[src/rtl/mpwm_pkg.sv]
// ----------------------------------------------------------------------------
// mpwm_pkg
// Shared types, widths and codes of the multi-pin PWM mask generator.
// ----------------------------------------------------------------------------
package mpwm_pkg;

  localparam int MAX_PINS = 8;
  localparam int IDX_W    = (MAX_PINS > 1) ? $clog2(MAX_PINS) : 1;
  localparam int CNT_W    = $clog2(MAX_PINS + 1);

  localparam int PIN_W    = 5;
  localparam int WIDTH_W  = 16;
  localparam int CYC_W    = 16;
  localparam int SLOTS_W  = 13;
  localparam int SLOT_W   = 12;
  localparam int THR_W    = 13;
  localparam int MASK_W   = 32;
  localparam int PROD_W   = WIDTH_W + SLOTS_W;
  localparam int STEP_W   = $clog2(PROD_W + 1);

  localparam int CFG_IDX_W  = 1;
  localparam int CFG_DATA_W = 16;

  localparam logic [CFG_IDX_W-1:0] CFG_CYCLE_TIME = 1'b0;
  localparam logic [CFG_IDX_W-1:0] CFG_SLOTS      = 1'b1;

  localparam logic [CYC_W-1:0]   CYCLE_TIME_RST = 16'd20000;
  localparam logic [SLOTS_W-1:0] SLOTS_RST      = 13'd2000;
  localparam logic [SLOTS_W-1:0] SLOTS_MAX      = 13'd4096;
  localparam logic [SLOTS_W-1:0] SLOTS_MIN      = 13'd1;

  typedef enum logic {
    KIND_SET  = 1'b0,
    KIND_TICK = 1'b1
  } kind_e;

  typedef enum logic [1:0] {
    TGT_SET    = 2'd0,
    TGT_CLR    = 2'd1,
    TGT_STATUS = 2'd2
  } target_e;

  typedef enum logic [1:0] {
    ST_IDLE,
    ST_SCAN,
    ST_UPDATE
  } ctrl_state_e;

  typedef struct packed {
    kind_e              kind;
    logic [PIN_W-1:0]   pin;
    logic [WIDTH_W-1:0] pulse_us;
  } in_item_t;

  typedef struct packed {
    target_e            target;
    logic [SLOT_W-1:0]  slot;
    logic [MASK_W-1:0]  pin_mask;
    logic               table_full;
  } out_item_t;

  typedef struct packed {
    logic [PIN_W-1:0] pin;
    logic [THR_W-1:0] thr;
  } tbl_entry_t;

  typedef struct packed {
    logic             we;
    logic [IDX_W-1:0] waddr;
    tbl_entry_t       wdata;
    logic             re;
    logic [IDX_W-1:0] raddr;
  } ram_req_t;

  typedef struct packed {
    logic              start;
    logic [PROD_W-1:0] dividend;
    logic [CYC_W-1:0]  divisor;
  } div_req_t;

  typedef struct packed {
    logic              busy;
    logic [PROD_W-1:0] quot;
  } div_rsp_t;

endpackage

[src/rtl/mpwm_ram.sv]
// ----------------------------------------------------------------------------
// mpwm_ram
// Pin table: one write port, one read port, registered read data.
// ----------------------------------------------------------------------------
module mpwm_ram
  import mpwm_pkg::*;
(
  input  logic       clk_i,
  input  ram_req_t   req_i,
  output tbl_entry_t rdata_o
);

  tbl_entry_t mem [MAX_PINS];
  tbl_entry_t rdata_q;

  always_ff @(posedge clk_i) begin
    if (req_i.we) begin
      mem[req_i.waddr] <= req_i.wdata;
    end
    if (req_i.re) begin
      rdata_q <= mem[req_i.raddr];
    end
  end

  assign rdata_o = rdata_q;

endmodule

[src/rtl/mpwm_div.sv]
// ----------------------------------------------------------------------------
// mpwm_div
// Restoring divider, one quotient bit per cycle, for the pin thresholds.
// ----------------------------------------------------------------------------
module mpwm_div
  import mpwm_pkg::*;
(
  input  logic     clk_i,
  input  logic     rst_ni,
  input  div_req_t req_i,
  output div_rsp_t rsp_o
);

  logic              busy_q, busy_d;
  logic [STEP_W-1:0] step_q, step_d;
  logic [CYC_W:0]    rem_q, rem_d;
  logic [PROD_W-1:0] quo_q, quo_d;
  logic [CYC_W-1:0]  dvs_q, dvs_d;

  logic [CYC_W:0]    rem_sh;
  logic              ge;

  // for a nonzero divisor the remainder stays below it, so the shifted value fits CYC_W+1 bits
  assign rem_sh = {rem_q[CYC_W-1:0], quo_q[PROD_W-1]};
  assign ge     = rem_sh >= {1'b0, dvs_q};

  always_comb begin
    busy_d = busy_q;
    step_d = step_q;
    rem_d  = rem_q;
    quo_d  = quo_q;
    dvs_d  = dvs_q;
    if (req_i.start) begin
      busy_d = 1'b1;
      step_d = STEP_W'(PROD_W);
      rem_d  = '0;
      quo_d  = req_i.dividend;
      dvs_d  = req_i.divisor;
    end else if (busy_q) begin
      rem_d  = ge ? (rem_sh - {1'b0, dvs_q}) : rem_sh;
      quo_d  = {quo_q[PROD_W-2:0], ge};
      step_d = step_q - STEP_W'(1);
      if (step_q == STEP_W'(1)) begin
        busy_d = 1'b0;
      end
    end
  end

  always_ff @(posedge clk_i or negedge rst_ni) begin
    if (!rst_ni) begin
      busy_q <= 1'b0;
      step_q <= '0;
    end else begin
      busy_q <= busy_d;
      step_q <= step_d;
    end
  end

  always_ff @(posedge clk_i) begin
    rem_q <= rem_d;
    quo_q <= quo_d;
    dvs_q <= dvs_d;
  end

  assign rsp_o.busy = busy_q;
  assign rsp_o.quot = quo_q;

endmodule

[src/rtl/mpwm_ctrl.sv]
// ----------------------------------------------------------------------------
// mpwm_ctrl
// Sequencer: scans the pin table, builds tick masks, updates thresholds.
// ----------------------------------------------------------------------------
module mpwm_ctrl
  import mpwm_pkg::*;
(
  input  logic               clk_i,
  input  logic               rst_ni,
  input  logic               start,
  output logic               busy,
  input  in_item_t           item_i,
  output logic               res_valid_o,
  output out_item_t          res_o,
  input  logic [SLOTS_W-1:0] eff_slots_i,
  input  logic [CYC_W-1:0]   cycle_time_i,
  output ram_req_t           ram_req_o,
  input  tbl_entry_t         ram_rdata_i,
  output div_req_t           div_req_o,
  input  div_rsp_t           div_rsp_i
);

  ctrl_state_e       state_q, state_d;
  in_item_t          item_q, item_d;
  logic [CNT_W-1:0]  cnt_q, cnt_d;
  logic [SLOT_W-1:0] slot_q, slot_d;
  logic [CNT_W-1:0]  idx_q, idx_d;
  logic              rvld_q, rvld_d;
  logic [IDX_W-1:0]  ridx_q, ridx_d;
  logic              found_q, found_d;
  logic [IDX_W-1:0]  hit_q, hit_d;
  logic [MASK_W-1:0] mask_q, mask_d;
  out_item_t         res_q, res_d;
  logic              res_valid_q, res_valid_d;

  logic [SLOTS_W-1:0] slot_inc;
  logic [THR_W-1:0]   thr;
  logic               accept;

  assign accept   = start && (state_q == ST_IDLE);
  assign slot_inc = {1'b0, slot_q} + SLOTS_W'(1);
  assign thr      = (div_rsp_i.quot > PROD_W'(eff_slots_i)) ? eff_slots_i
                                                            : div_rsp_i.quot[THR_W-1:0];

  // division starts with the item so it overlaps the table scan
  assign div_req_o.start    = accept && (item_i.kind == KIND_SET);
  assign div_req_o.dividend = PROD_W'(item_i.pulse_us) * PROD_W'(eff_slots_i);
  assign div_req_o.divisor  = cycle_time_i;

  always_comb begin
    state_d     = state_q;
    item_d      = item_q;
    cnt_d       = cnt_q;
    slot_d      = slot_q;
    idx_d       = idx_q;
    rvld_d      = rvld_q;
    ridx_d      = ridx_q;
    found_d     = found_q;
    hit_d       = hit_q;
    mask_d      = mask_q;
    res_d       = res_q;
    res_valid_d = 1'b0;
    ram_req_o   = '0;

    unique case (state_q)
      ST_IDLE: begin
        if (start) begin
          item_d  = item_i;
          idx_d   = '0;
          rvld_d  = 1'b0;
          found_d = 1'b0;
          mask_d  = '0;
          state_d = ST_SCAN;
        end
      end

      ST_SCAN: begin
        // consume the entry read last cycle
        if (rvld_q) begin
          if (item_q.kind == KIND_SET) begin
            if (ram_rdata_i.pin == item_q.pin) begin
              found_d = 1'b1;
              hit_d   = ridx_q;
            end
          end else if ((slot_q == '0) || ({1'b0, slot_q} > ram_rdata_i.thr)) begin
            mask_d = mask_q | (MASK_W'(1) << ram_rdata_i.pin);
          end
        end
        if (idx_q < cnt_q) begin
          ram_req_o.re    = 1'b1;
          ram_req_o.raddr = idx_q[IDX_W-1:0];
          ridx_d          = idx_q[IDX_W-1:0];
          rvld_d          = 1'b1;
          idx_d           = idx_q + CNT_W'(1);
        end else begin
          rvld_d = 1'b0;
          if (!rvld_q) begin
            if (item_q.kind == KIND_SET) begin
              state_d = ST_UPDATE;
            end else begin
              res_d.target     = (slot_q == '0) ? TGT_SET : TGT_CLR;
              res_d.slot       = slot_q;
              res_d.pin_mask   = mask_q;
              res_d.table_full = 1'b0;
              res_valid_d      = 1'b1;
              slot_d           = (slot_inc >= eff_slots_i) ? '0 : slot_inc[SLOT_W-1:0];
              state_d          = ST_IDLE;
            end
          end
        end
      end

      ST_UPDATE: begin
        if (!div_rsp_i.busy) begin
          res_d.target     = TGT_STATUS;
          res_d.slot       = '0;
          res_d.pin_mask   = '0;
          res_d.table_full = 1'b0;
          ram_req_o.wdata  = '{pin: item_q.pin, thr: thr};
          if (found_q) begin
            ram_req_o.we    = 1'b1;
            ram_req_o.waddr = hit_q;
          end else if (cnt_q < CNT_W'(MAX_PINS)) begin
            ram_req_o.we    = 1'b1;
            ram_req_o.waddr = cnt_q[IDX_W-1:0];
            cnt_d           = cnt_q + CNT_W'(1);
          end else begin
            res_d.table_full = 1'b1;
          end
          res_valid_d = 1'b1;
          state_d     = ST_IDLE;
        end
      end

      default: begin
        state_d = ST_IDLE;
      end
    endcase
  end

  always_ff @(posedge clk_i or negedge rst_ni) begin
    if (!rst_ni) begin
      state_q     <= ST_IDLE;
      cnt_q       <= '0;
      slot_q      <= '0;
      rvld_q      <= 1'b0;
      res_valid_q <= 1'b0;
    end else begin
      state_q     <= state_d;
      cnt_q       <= cnt_d;
      slot_q      <= slot_d;
      rvld_q      <= rvld_d;
      res_valid_q <= res_valid_d;
    end
  end

  always_ff @(posedge clk_i) begin
    item_q  <= item_d;
    idx_q   <= idx_d;
    ridx_q  <= ridx_d;
    found_q <= found_d;
    hit_q   <= hit_d;
    mask_q  <= mask_d;
    res_q   <= res_d;
  end

  assign busy        = (state_q != ST_IDLE);
  assign res_valid_o = res_valid_q;
  assign res_o       = res_q;

endmodule

[src/rtl/multi_pin_pwm_mask_generator_top.sv]
// ----------------------------------------------------------------------------
// multi_pin_pwm_mask_generator_top
// Multi-pin PWM mask generator: pin table, threshold divider, sequencer.
// ----------------------------------------------------------------------------
// One word in, one word out, one at a time. A word is taken when start is
// high and busy is low; its result shows on res_o for exactly one cycle with
// res_valid_o high and cannot be held off, so the receiver must sample it
// then. busy drops in the cycle the result is shown. The time a tick word
// takes is set by the one-read-per-cycle scan of the pin table RAM plus a
// final step to consume the last read. The time a set-width word takes is
// set by the 29-step bit-serial divider that runs beside the table scan.
// Write cycle_time_us and slots_per_period only while busy is low.
// ----------------------------------------------------------------------------
module multi_pin_pwm_mask_generator_top
  import mpwm_pkg::*;
(
  input  logic                  clk_i,
  input  logic                  rst_ni,
  input  logic                  cfg_we_i,
  input  logic [CFG_IDX_W-1:0]  cfg_idx_i,
  input  logic [CFG_DATA_W-1:0] cfg_wdata_i,
  input  logic                  start,
  output logic                  busy,
  input  in_item_t              item_i,
  output logic                  res_valid_o,
  output out_item_t             res_o
);

  logic [CYC_W-1:0]   cycle_time_q;
  logic [SLOTS_W-1:0] slots_q;
  logic [SLOTS_W-1:0] eff_slots;

  ram_req_t   ram_req;
  tbl_entry_t ram_rdata;
  div_req_t   div_req;
  div_rsp_t   div_rsp;

  always_ff @(posedge clk_i or negedge rst_ni) begin
    if (!rst_ni) begin
      cycle_time_q <= CYCLE_TIME_RST;
      slots_q      <= SLOTS_RST;
    end else if (cfg_we_i) begin
      unique case (cfg_idx_i)
        CFG_CYCLE_TIME: cycle_time_q <= cfg_wdata_i[CYC_W-1:0];
        CFG_SLOTS:      slots_q      <= cfg_wdata_i[SLOTS_W-1:0];
        default:        ;
      endcase
    end
  end

  // zero slots acts as one, anything above the max is clamped
  always_comb begin
    priority if (slots_q == '0) begin
      eff_slots = SLOTS_MIN;
    end else if (slots_q > SLOTS_MAX) begin
      eff_slots = SLOTS_MAX;
    end else begin
      eff_slots = slots_q;
    end
  end

  mpwm_ctrl u_ctrl (
    .clk_i        (clk_i),
    .rst_ni       (rst_ni),
    .start        (start),
    .busy         (busy),
    .item_i       (item_i),
    .res_valid_o  (res_valid_o),
    .res_o        (res_o),
    .eff_slots_i  (eff_slots),
    .cycle_time_i (cycle_time_q),
    .ram_req_o    (ram_req),
    .ram_rdata_i  (ram_rdata),
    .div_req_o    (div_req),
    .div_rsp_i    (div_rsp)
  );

  mpwm_ram u_ram (
    .clk_i   (clk_i),
    .req_i   (ram_req),
    .rdata_o (ram_rdata)
  );

  mpwm_div u_div (
    .clk_i  (clk_i),
    .rst_ni (rst_ni),
    .req_i  (div_req),
    .rsp_o  (div_rsp)
  );

endmodule

[config.mk]
export PLATFORM = sky130hd
export DESIGN_NAME = multi_pin_pwm_mask_generator_top
export DESIGN_NICKNAME = d
export VERILOG_FILES = /design/src/rtl/mpwm_pkg.sv /design/src/rtl/mpwm_ram.sv /design/src/rtl/mpwm_div.sv /design/src/rtl/mpwm_ctrl.sv /design/src/rtl/multi_pin_pwm_mask_generator_top.sv
export SDC_FILE = /design/constraint.sdc
export NUM_CORES = 1
export LEC_CHECK = 0
export BUFFER_PORTS_ARGS = -buffer_cell sky130_fd_sc_hd__buf_2
export CELL_PAD_IN_SITES_DETAIL_PLACEMENT = 2
export CELL_PAD_IN_SITES_GLOBAL_PLACEMENT = 2
export CORE_MARGIN = 2
export CORE_UTILIZATION = 39
export DETAILED_ROUTE_END_ITERATION = 7
export GPL_TIMING_DRIVEN = 0
export PLACE_DENSITY_LB_ADDON = 0.2
export SLEW_MARGIN = 20
export SYNTH_ARGS = -nofsm -noshare
export SYNTH_HDL_FRONTEND = slang
export SYNTH_HIERARCHICAL = 1
export SYNTH_SLANG_ARGS = --single-unit
[constraint.sdc]
create_clock -name clk_i -period 5.7 [get_ports clk_i]
set_clock_uncertainty 0.1 [all_clocks]
set_input_delay 1.14 -clock clk_i [delete_from_list [all_inputs] [get_ports clk_i]]
set_output_delay 1.14 -clock clk_i [all_outputs]
set_load 0.05 [all_outputs]
After elaboration in Yosys (flattened, before gate mapping)
Memories as Yosys holds them, arrays and structs flattened. A register that Yosys moved wholly into a read port is not among the register bits. Cells that the tools add are included.

Add/subtract/negate cells: 5. Mux-type cells: 54. Equality and inequality tests: 14. Order comparisons: 7. Multipliers: 1. Reduce and logical (&&, ||, !) cells: 23. Bitwise operators: 8. Shift-type cells: 1.

Operators with widths (number): 47-bit two-way mux (4); 32-bit two-way mux (4); 47-bit case mux with 2 select lines (1); 32-bit case mux with 2 select lines (1); 29-bit two-way mux (2); 22-bit two-way mux (2); 13-bit two-way mux (3); 32-bit OR (1); 1-bit by 5-bit << shifter with 32-bit output, first input constant (1); 29-bit by 13-bit > comparator with 1-bit output (1); 16-bit by 13-bit multiplier with 29-bit output (1); 4-bit two-way mux (6); 17-bit by 16-bit greater-or-equal comparator with 1-bit output (1); 1-bit two-way mux (17); 16-bit two-way mux (1); 4-bit AND reduction (4); 16-bit subtractor (1); 5-bit AND reduction (3); 12-bit by 1-bit adder with 13-bit output, second input constant (1); 13-bit greater-or-equal comparator (1); 12-bit by 13-bit > comparator with 1-bit output (1); 13-bit > comparator, second input constant (1); 13-bit logical NOT (1); 12-bit logical NOT (1); other kinds (23) (53).

Register bits: 212. Memories: 1. Output and inout port bits: 49. RAM bits: 144. Word-level logic and storage cells: 137.

Memories: u_ram.mem (depth 8, bits a word 18, read ports 1, clocked after memory_dff 1, write ports 1, RTL line mpwm_ram.sv:13) `tbl_entry_t mem [MAX_PINS];`.

Depth between registers and ports, before layout
Depth in word-level cells: 9. Depth in mapped cells: 24. Mapped depth without buffers: 20.

Modules after synthesis
Netlist, hierarchy kept.

Modules (own cells, without submodules): mpwm_ctrl (area each 13492.9 µm², instances 1, cells an instance 1457, sequential area each 3383.2 µm²); mpwm_ram (area each 6144.6 µm², instances 1, cells an instance 239, sequential area each 4864.7 µm²); mpwm_div (area each 3609.7 µm², instances 1, cells an instance 312, sequential area each 1821.7 µm²); multi_pin_pwm_mask_generator_top (area each 1275.0 µm², instances 1, cells an instance 81, sequential area each 739.5 µm²).

Worst setup path after synthesis
No wires, ideal clock.

Path kind: input to register. Start point: input item_i[5] (netlist bit). End point: register u_div.quo_q[24] (data pin). Data required time: 5.340 ns. Library setup time: 0.260 ns. Setup slack: -0.603 ns. Data arrival time: 5.943 ns. Cell stages on the path: 19. Buffers on the path: 1. Cells stage by stage: clkbuf_1 and2_1 fa_1 inv_1 fa_1 inv_1 fa_1 inv_1 fa_1 fa_1 inv_1 ha_1 a21o_2 a221oi_4 o21ai_2 a21oi_1 a31oi_1 xor2_1 mux2_2.

RTL lines: start, declared (RTL line multi_pin_pwm_mask_generator_top.sv:24) `input in_item_t item_i,`; end signal, assigned (RTL line mpwm_div.sv:61) `quo_q <= quo_d;`; end, declared (RTL line mpwm_div.sv:17) `logic [PROD_W-1:0] quo_q, quo_d;`.

==> out/results.ini <==
[clock_network]
cts_tree=done
cts_sinks=374
clk_latency_ns=0.60
postCtsHoldBufs=0
clkTransAtPathRegs_ns=0.07
root_buffer=clkbuf_16
cts_max_level=2
ctsLongestPathBuffers=3
cts_buffers=45

[synthesis]
synth_nets=2428
synth-main-ff-cell=edfxtp_1
syn_avg_cell_area_um2=11.7
synth_seq_area_share=0.441
synthArstFlopShare=0.147
postSynthCellCount=2089
ys_seq_elements=374
syn_area_mm2=0.0245
ys_warn_count=6
synth_edf_count=303
yosys.cell_types.count=92

[placement]
portBuffers=91
place.gp.congestion=0.816
dp.final_hpwl_mm=54.2

[routing]
dr.pass1.iters=5
routed_via_density=5.48
drtIter0Drc=1084
wire_per_inst_um=27.0
antenna_left=0
drt_drc_violations_left=0
num_vias=17700
wl_mm=87.1

[die]
ioPinCount=92
die_y_um=255
core.rowCount=91
start_util=0.396
dieArea_mm2=0.0649
core_area_mm2=0.0619
die_w_um=255

[timing]
slew_violations=0
hold_violations=0
tightest_slew_ns=1.15
layout_setup_ws_ns=-0.587
timing.hold.ws_ns=0.265
fmaxAchievable_mhz=159
slew_headroom=0.228
rsz0062_at_grt=true
finalSetupViolations=19
finalCritPeriodShare=1.10
min_period_ns=6.29

[final_layout]
layout_commonest_cell=edfxtp_1
fin_nets=2692
area_growth_pct=23.3
seq_area_mm2=0.0108
fill_cells=6103
drive_above_1_share=0.276
multiInputGateArea_mm2=0.0130
layout_common_cells=303 x edfxtp_1, 238 x inv_1, 149 x nand2_1

[setup_path]
worstPathRequired_ns=5.93
crit_arrival_ns=6.51
critPathKind=reg2reg
crit_path_end_kind=flip-flop
startpoint_type=flip-flop
cp_max_fo=8

[power_and_ir_drop]
sw_frac_of_total=0.446
internal_power_mw=10.9
power.density_mw_per_mm2=650
ir_worst_vdd_mv=0.575
finalPower_mw=19.7
p_switching_mw=8.77
leakage_nw=13.1
power.clock.fraction=0.146
p_seq_frac=0.210
p_comb_frac=0.644

[grt]
grt_max_degree=52
grt_pass1_vias=19900
grt_pass1_wl_mm=125
grt_util_all_layers=0.260
antenna_found_initial=2
gr-total-overflow=0

[outcome]
status=finished, violations left
violations=setup timing

[hold_path]
hold_path.class=in2async

[flow_run]
drv_cap=0

[worst paths after layout]
kind                                  start                 to  slack [ns]  depth (start not counted)
max                             slots_q[12]    u_div/quo_q[25]       -0.59                         23
min                                  rst_ni  u_ctrl/state_q[1]        0.27                          1
max reg2reg                     slots_q[12]    u_div/quo_q[25]       -0.59                         23
min reg2reg                u_ctrl/ridx_q[2]    u_ctrl/hit_q[2]        0.33                          0
max in group asynchronous            rst_ni   cycle_time_q[14]        4.65                          2
min in group clk_i         u_ctrl/ridx_q[2]    u_ctrl/hit_q[2]        0.33                          0
[power groups by stage]
stage / clock network (mW) / registers, mW / logic [mW]
final: 2.86 / 4.13 / 12.7
after global placement: 0 / 4.13 / 8.55
after floorplan: 0 / 4.34 / 6.35
after CTS: 2.90 / 4.11 / 11.0
after detailed placement: 0 / 4.15 / 9.00
after global routing: 3.01 / 4.18 / 13.6
[cell families (layout without fill, tap and decap cells)]
kind of cell    Yosys count  in the layout  synth area share
xor+xnor                 59             59            0.0211
other cells               0              2                 0
simple gates            604            604             0.126
fa+ha+maj               296            296             0.198
flops                   374            374             0.441
buf+inv                 390            690            0.0659
mux                     130            130            0.0825
compound gates          236            236            0.0654
[synthesized netlist by cell type, types with 4 or more instances]
| cell type | number | share of area |
|---|---|---|
| nor3_1 | 19 | 0.0039 |
| o21a_1 | 7 | 0.0021 |
| nor3b_1 | 4 | 0.0012 |
| xor2_1 | 26 | 0.0093 |
| nand2b_1 | 18 | 0.0046 |
| and2_1 | 104 | 0.027 |
| nand2_1 | 174 | 0.027 |
| nand4_1 | 11 | 0.0028 |
| and4_1 | 5 | 0.0018 |
| ha_1 | 141 | 0.072 |
| edfxtp_1 | 303 | 0.37 |
| buf_1 | 7 | 0.0011 |
| fa_1 | 155 | 0.13 |
| and3_1 | 14 | 0.0036 |
| buf_4 | 18 | 0.0055 |
| mux2_2 | 68 | 0.031 |
| o21ai_0 | 49 | 0.010 |
| nand3_1 | 30 | 0.0061 |
| buf_6 | 7 | 0.0032 |
| inv_1 | 274 | 0.042 |
| nor2b_1 | 65 | 0.017 |
| o31ai_1 | 4 | 0.0012 |
| a22o_1 | 10 | 0.0036 |
| a211oi_1 | 13 | 0.0040 |
| mux2i_1 | 16 | 0.0065 |
| a21oi_1 | 61 | 0.012 |
| nand3b_1 | 5 | 0.0015 |
| dfxtp_1 | 16 | 0.013 |
| dfrtp_1 | 44 | 0.045 |
| mux4_1 | 36 | 0.039 |
| dfstp_2 | 11 | 0.012 |
| nand4b_1 | 5 | 0.0018 |
| buf_2 | 11 | 0.0022 |
| a31oi_1 | 19 | 0.0048 |
| nor2_1 | 119 | 0.018 |
| a21o_1 | 25 | 0.0077 |
| mux2_4 | 10 | 0.0061 |
| clkbuf_1 | 70 | 0.011 |
| xnor2_1 | 33 | 0.012 |
| o211ai_1 | 6 | 0.0018 |
| nor4_1 | 10 | 0.0026 |
[routing by layer]
layer  wire length, µm  vias up  track usage
met5                 0        -            0
met4              4150        0        0.103
met3              3870      218       0.0480
met2             43900      489        0.452
met1             35100     9307        0.319
li1                  -     7675            -
[final cells by class]
class	count	share of cell area
diodes	2	0.000166
plain buffers	115	0.0368
clock buffers	59	0.0400
clock inverters	24	0.00819
inverters	274	0.0340
multi-input cells	1325	0.431
flip-flops and latches	374	0.358
well taps	837	0.0346
repair buffers	218	0.0574
[stage by stage]
stage	TNS, ns	std cells	utilization	setup slack [ns]	instance area (µm²)
floorplan	-2.86	2089	-	-0.271	24800
global placement	-50.99	3017	0.425	-1.86	26300
detailed placement	-39.38	3025	0.429	-2.10	26600
CTS	-3.00	3192	0.479	-0.278	29700
global route	-9.77	3226	0.488	-0.770	30200
finish	-7.91	3228	0.488	-0.587	30200
[worst max-delay path, stage by stage, from the launching register on]
cell and delay [ns]:
dfrtp_2 0.47, buf_4 0.18, nor4_4 0.27, a32o_2 0.31, buf_8 0.17, buf_8 0.14, buf_4 0.17, nand2_1 0.09
fa_1 0.41, inv_1 0.09, fa_1 0.45, fa_1 0.58, inv_2 0.05, fa_1 0.54, inv_1 0.05, ha_1 0.31
buf_6 0.14, nand4_4 0.12, nor3_4 0.27, o21a_1 0.25, a31oi_4 0.08, a221oi_2 0.35, xor2_1 0.14, mux2_4 0.29
[registers in the layout (all words and copies together), names as in the netlist, 2 cells and up]
| signal | flops |
|---|---|
| cycle_time_q | 16 |
| u_ctrl/idx_q | 4 |
| u_ctrl/hit_q | 3 |
| u_ctrl/state_q | 2 |
| slots_q | 13 |
| u_ram/mem | 144 |
| u_ctrl/res_o | 47 |
| u_div/rem_q | 16 |
| u_div/dvs_q | 16 |
| u_ctrl/cnt_q | 4 |
| u_div/quo_q | 29 |
| u_ctrl/mask_q | 32 |
| u_div/step_q | 5 |
| u_ctrl/slot_q | 12 |
| u_ram/rdata_o | 18 |
| u_ctrl/item_q | 6 |
| u_ctrl/ridx_q | 3 |
[timing repair]
item                                    4_1_cts  5_1_grt
pin swaps                                    91       94
endpoints found under the setup margin       77       19
gates resized for setup                     205      109
gates cloned                                  3        0
setup buffers                                81       36
Note: power is estimated with default switching activity, not from simulation.
